File: src/design/ntc_avg_pkg.sv
// ----------------------------------------------------------------------------
// ntc_avg_pkg
// Shared widths, constants and the logarithm table of the averaged thermometer.
// ----------------------------------------------------------------------------
package ntc_avg_pkg;

   localparam int unsigned SupplyWidth = 13;
   localparam int unsigned OhmsWidth   = 20;
   localparam int unsigned BetaWidth   = 14;
   localparam int unsigned SampleWidth = 14;
   localparam int unsigned SumWidth    = 22;
   localparam int unsigned AvgWidth    = 15;
   localparam int unsigned ResWidth    = 32;
   localparam int unsigned TempWidth   = 18;

   localparam int unsigned CsrIdxWidth = 2;
   localparam logic [CsrIdxWidth-1:0] CSR_SUPPLY = 2'd0;
   localparam logic [CsrIdxWidth-1:0] CSR_SERIES = 2'd1;
   localparam logic [CsrIdxWidth-1:0] CSR_R25    = 2'd2;
   localparam logic [CsrIdxWidth-1:0] CSR_BETA   = 2'd3;

   localparam logic signed [TempWidth-1:0] TempMax = 18'sd100000;
   localparam logic signed [TempWidth-1:0] TempMin = -18'sd27315;
   localparam int unsigned T0Ck    = 29815;
   localparam int unsigned ZeroCCk = 27315;
   localparam longint unsigned Ln2Q30 = 64'd744261118;

   // window total handed from accumulator to converter
   typedef struct packed {
      logic [SumWidth-1:0] sum;
   } window_type;

   function automatic logic [16:0] ln_tab(input logic [5:0] i);
      logic [16:0] v;
      case (i)
         6'd0: v = 17'd0;      6'd1: v = 17'd2017;   6'd2: v = 17'd3973;
         6'd3: v = 17'd5873;   6'd4: v = 17'd7719;   6'd5: v = 17'd9515;
         6'd6: v = 17'd11262;  6'd7: v = 17'd12965;  6'd8: v = 17'd14624;
         6'd9: v = 17'd16242;  6'd10: v = 17'd17821; 6'd11: v = 17'd19364;
         6'd12: v = 17'd20870; 6'd13: v = 17'd22343; 6'd14: v = 17'd23783;
         6'd15: v = 17'd25193; 6'd16: v = 17'd26573; 6'd17: v = 17'd27924;
         6'd18: v = 17'd29248; 6'd19: v = 17'd30546; 6'd20: v = 17'd31818;
         6'd21: v = 17'd33067; 6'd22: v = 17'd34292; 6'd23: v = 17'd35494;
         6'd24: v = 17'd36675; 6'd25: v = 17'd37835; 6'd26: v = 17'd38975;
         6'd27: v = 17'd40095; 6'd28: v = 17'd41196; 6'd29: v = 17'd42280;
         6'd30: v = 17'd43345; 6'd31: v = 17'd44394; 6'd32: v = 17'd45426;
         default: v = 17'd0;
      endcase
      return v;
   endfunction

endpackage

File: src/design/ntc_avg_queue.sv
// ----------------------------------------------------------------------------
// ntc_avg_queue
// Two-entry queue of window totals between accumulator and converter.
// ----------------------------------------------------------------------------
module ntc_avg_queue (
   input  logic                    clock,
   input  logic                    reset,
   input  logic                    push_valid,
   output logic                    push_ready,
   input  ntc_avg_pkg::window_type push_data,
   output logic                    pop_valid,
   input  logic                    pop_ready,
   output ntc_avg_pkg::window_type pop_data
);
   import ntc_avg_pkg::*;

   window_type mem_ff [2];
   logic       wr_ff, wr_in, rd_ff, rd_in;
   logic [1:0] fill_ff, fill_in;
   logic       push, pop;

   assign push_ready = (fill_ff != 2'd2);
   assign pop_valid  = (fill_ff != 2'd0);
   assign pop_data   = mem_ff[rd_ff];
   assign push       = push_valid && push_ready;
   assign pop        = pop_valid && pop_ready;

   always_comb begin
      wr_in   = push ? !wr_ff : wr_ff;
      rd_in   = pop ? !rd_ff : rd_ff;
      fill_in = fill_ff + {1'b0, push} - {1'b0, pop};
   end

   always_ff @(posedge clock) begin
      if (push) begin
         mem_ff[wr_ff] <= push_data;
      end
   end

   always_ff @(posedge clock) begin
      if (reset) begin
         wr_ff   <= 1'b0;
         rd_ff   <= 1'b0;
         fill_ff <= '0;
      end else begin
         wr_ff   <= wr_in;
         rd_ff   <= rd_in;
         fill_ff <= fill_in;
      end
   end

endmodule

File: config.mk
export PLATFORM = sky130hd
export DESIGN_NAME = ntc_avg_queue
export DESIGN_NICKNAME = d
export VERILOG_FILES = /design/src/design/ntc_avg_pkg.sv /design/src/design/ntc_avg_queue.sv
export SDC_FILE = /design/constraint.sdc
export NUM_CORES = 1
export LEC_CHECK = 0
export ABC_AREA = 0
export BUFFER_PORTS_ARGS = -buffer_cell sky130_fd_sc_hd__buf_2
export CORE_MARGIN = 2
export CORE_UTILIZATION = 40
export CTS_CLUSTER_DIAMETER = 50
export DETAILED_ROUTE_END_ITERATION = 16
export PLACE_DENSITY = 0.67
export RECOVER_POWER = 50
export REMOVE_ABC_BUFFERS = 1
export SETUP_SLACK_MARGIN = 0.3
export SYNTH_ARGS = -nofsm -noshare
export SYNTH_HDL_FRONTEND = slang
export SYNTH_SLANG_ARGS = --single-unit
File: constraint.sdc
create_clock -name clock -period 1.7 [get_ports clock]
set_clock_uncertainty 0.2 [all_clocks]
set_input_delay 0.34 -clock clock [delete_from_list [all_inputs] [get_ports clock]]
set_output_delay 0.34 -clock clock [all_outputs]
set_load 0.05 [all_outputs]
# Word level (Yosys, flattened, before mapping)
# Memory sizes are Yosys's and may differ from the RTL's. A register that Yosys moved wholly into a read port is not among the register bits.
# Index checks and enable logic that the tools add are counted.
# word_totals
reg_bits,4
mem_bits_rw,44
output_inout_bits,24
memories,1
# memory_table
name,words,width,rd,rd_ports_with_merged_regs,wr,line,text
mem_ff,2,22,1,1,1,ntc_avg_queue.sv:17,window_type mem_ff [2];
# classes
n_addsub,2
n_eq_ne,1
n_mux,4
n_reduce_logical,5
# op_table
operator,count
two-way mux 1 bit,4
adder 2 x 1 -> 2 bit,1
logical AND 1 bit,2
logical NOT 1 bit,2
"inequality test 2 bit, second input constant",1
nonzero test 2 bit,1
subtractor 2 x 1 -> 2 bit,1

# Depth between registers and ports, before layout
# logic_depth
depth_word,4
depth_mapped,6
ltp_nobuf,6

# Least setup slack after synthesis
# No wires, ideal clock.
# synth_path
path_kind,register to register
from,register fill_ff[0]
to,memory mem_ff[1][0] (netlist name) (enable)
arrival_time_ps,1585
setup_slack_ps,-466
path_stages_with_launch,3
n_path_buf,0
path_cell_list,dfxtp_1 nand2b_1 and3_1
# synth_between
elab_chain_len,4
# synth_rtl
item,line,text
"start, declared",ntc_avg_queue.sv:19,"logic [1:0] fill_ff, fill_in;"
"start signal, assigned",ntc_avg_queue.sv:48,fill_ff <= fill_in;
inequality test 2 bit,ntc_avg_queue.sv:22,assign push_ready = (fill_ff != 2'd2);
named net push_ready,ntc_avg_queue.sv:9,"output logic push_ready,"
logical AND 1 bit,ntc_avg_queue.sv:25,assign push = push_valid && push_ready;
two-way mux 1 bit,ntc_avg_queue.sv:35,if (push) begin
two-way mux 1 bit (implied by the code),ntc_avg_queue.sv:36,mem_ff[wr_ff] <= push_data;
"end, declared",ntc_avg_queue.sv:17,
# The timed path passes the listed nets, and every way through them passes these cells.

==> results.yml <==
drt:
  drt_wl_total_um: 3970
  firstDrtPassIters: 4
  route.vias.total: 1120
  via_per_inst: 4.93
  antenna_left: 0
  drc: 0
  first_iter_violations: 67
  wl_per_cell_um: 17.5
critical_path:
  reg2reg_from: "fill_ff[1]$_SDFF_PP0_"
  critPathRequiredTime_ns: 1.16
  worstPathMaxFanout: 6
  path_class: "reg -> out"
  ff2ff_setup_slack_ns: 0.02
  critPathCaptureType: "primary output"
  critical_path_arrival_ns: 1.31
  r2r-end: "fill_ff[1]$_SDFF_PP0_"
  reg2reg_depth: 7
  start_kind: "flip-flop"
layout:
  area_growth_pct: 54.6
  fillers: 321
  finalNetCount: 201
  drive_gt1_share_pct: 57.1
  mostFrequentLayoutCells: "edfxtp_1, buf_6, mux2_4"
  num_antenna_cells: 0
  layout_commonest_cell: "edfxtp_1"
floorplan:
  rows: 24
  coreArea_um2: 4380
  design.die.area_um2: 5160
  fp.dieW_um: 71.8
  ios: 50
  die_h_um: 71.8
  start_util_pct: 42.0
global_route:
  antenna_found_initial: 0
  grt_pass1_vias: 1297
  grt_pass1_wl_um: 6230
  grt_overflow: 0
  grt_usage_pct: 16.4
  grt_max_degree: 14
pwr:
  power_density_nw_per_um2: 1400
  ir_worst_vdd_mv: 0.820
  leakagePower_nw: 1.11
  finalPower_w: 0.00398
clocking:
  cts_sinks: 49
  cts_tree: "built"
  cts_hold_buf: 0
  htreeDepth: 2
  clk_pin_slew_ns: 0.09
  cts_buffer_depth: 2
  cts-root-buf: "clkbuf_8"
  numCtsBuffers: 5
  clkLatencyLatePin_ns: 0.29
run_status:
  violations: "negative setup slack"
  status: "finished with violations"
logic_synthesis:
  avgSynthCellArea_um2: 19.0
  yosysSeqAreaShare_pct: 77.3
  synth_area_leaders: "edfxtp_1, mux2_1, dfxtp_1"
  syn-cell-area_um2: 1840
  syn_inst: 97
  ys_seq_elements: 49
  synth_top_area_share_pct: 71.8
  yosys.area.top_type: "edfxtp_1"
  synth_warnings: 0
  synth_cell_types: 24
sta:
  finalSetupViolations: 24
  slew_headroom_pct: 63.9
  rsz0062_at_grt: "yes"
  slew_violations: 0
  worst_slack_ns: -0.154
  period_minus_slack_ns: 1.85
  hold-worst-slack_ns: 0.0277
  fin_crit_sh_pct: 109
  hold_viol: 0
  fmax_mhz: 539
  worstMarginPinSlew_ns: 0.534
place:
  place_ws_ns: -0.118
  place_congestion: 0.710
  dpl.hpwl_um: 2470
  io_buffers: 49
hold_path:
  min_path_type: "in -> reg"
  whs_endpoint: "mem_ff[1][6]$_DFFE_PP_"
  hold_depth: 1
  hp-start: "push_data[6]"
flow_run:
  maxCapViolations: 0
==> cell families after synthesis <==
kind of cell,synth area share [%]
simple gates,4.97
xor+xnor,0.476
buf+inv,0.748
mux,13.5
compound gates,2.38
fa+ha+maj,0.680
flops,77.3
==> layer usage <==
layer / track usage (%) / wire length [um] / vias up
met1: 17.7 / 1510 / 540
met4: 7.76 / 74 / 0
li1: - / - / 533
met3: 4.36 / 243 / 7
met2: 29.5 / 2140 / 40
met5: 0 / 0 / -
==> worst max-delay path, cell delays in order (launching register included) <==
cell and delay [ns]:
dfxtp_4 0.40, buf_6 0.16, mux2_4 0.31, buf_6 0.15
==> synth_stat cells <==
| master | instances |
|---|---|
| nand2b_1 | 1 |
| o21ai_1 | 1 |
| buf_2 | 2 |
| nor4bb_1 | 1 |
| nor2_1 | 4 |
| nand3_1 | 1 |
| nor4_1 | 1 |
| inv_1 | 1 |
| o21ai_0 | 1 |
| o21ba_1 | 1 |
| nor2b_1 | 2 |
| nand3b_1 | 1 |
| edfxtp_1 | 44 |
| xor2_1 | 1 |
| ha_1 | 1 |
| dfxtp_1 | 5 |
| or2_2 | 1 |
| mux2_1 | 20 |
| a21bo_1 | 1 |
| nor3_2 | 1 |
| and3_1 | 2 |
| a21oi_1 | 1 |
| o31a_1 | 1 |
| mux2_2 | 2 |
==> layout make-up <==
type,count,area (um2),area share [%]
well taps,52,65.1,2.29
inverters,1,3.75,0.132
multi-input cells,45,541,19.0
repair buffers,72,724,25.5
flip-flops and latches,49,1430,50.3
clock buffers,8,80.1,2.82
==> sequential cells by signal, summed over array words and instances (netlist names), named ones only <==
signal	flops
rd_ff	1
wr_ff	1
mem_ff	44
fill_ff	2
==> repair_timing <==
action / in CTS / in global routing
cloned: 4 / 0
setup endpoints to repair: 70 / 72
pin swaps: 5 / 2
resized for setup: 112 / 2
setup buffers: 10 / 1
==> through the flow <==
stage	std cells	area, um2	TNS [ns]	utilization (%)
2_1_floorplan	95	1830	-22.80	-
3_3_place_gp	204	2210	0	50.5
3_5_place_dp	204	2210	-0.118	50.5
4_1_cts	226	2840	-3.48	64.8
5_1_grt	227	2840	-4.16	64.8
6_report	227	2840	-3.23	64.8
==> how the worst max path moves through the flow <==
| stage | slack, ns | depth (start not counted) | start | to |
|---|---|---|---|---|
| floorplan | -0.47 | 2 | fill_ff[0]$_SDFF_PP0_ | mem_ff[1][0]$_DFFE_PP_ |
| global placement | 0.02 | 7 | pop_ready | fill_ff[1]$_SDFF_PP0_ |
| detailed placement | -0.12 | 7 | pop_ready | fill_ff[1]$_SDFF_PP0_ |
| CTS | -0.17 | 3 | flip-flop | pop_data[18] |
| global route | -0.19 | 3 | flip-flop | pop_data[8] |
| finish | -0.15 | 3 | flip-flop | pop_data[18] |
==> power breakdown <==
group          total [W]  internal (W)  switching [W]  leakage [nW]
clock network   0.000644      0.000293       0.000351        0.0395
registers        0.00155       0.00147      0.0000728         0.454
logic            0.00179      0.000866       0.000926         0.619
total            0.00398       0.00263        0.00135          1.11
(Power assumes the default switching activity.)
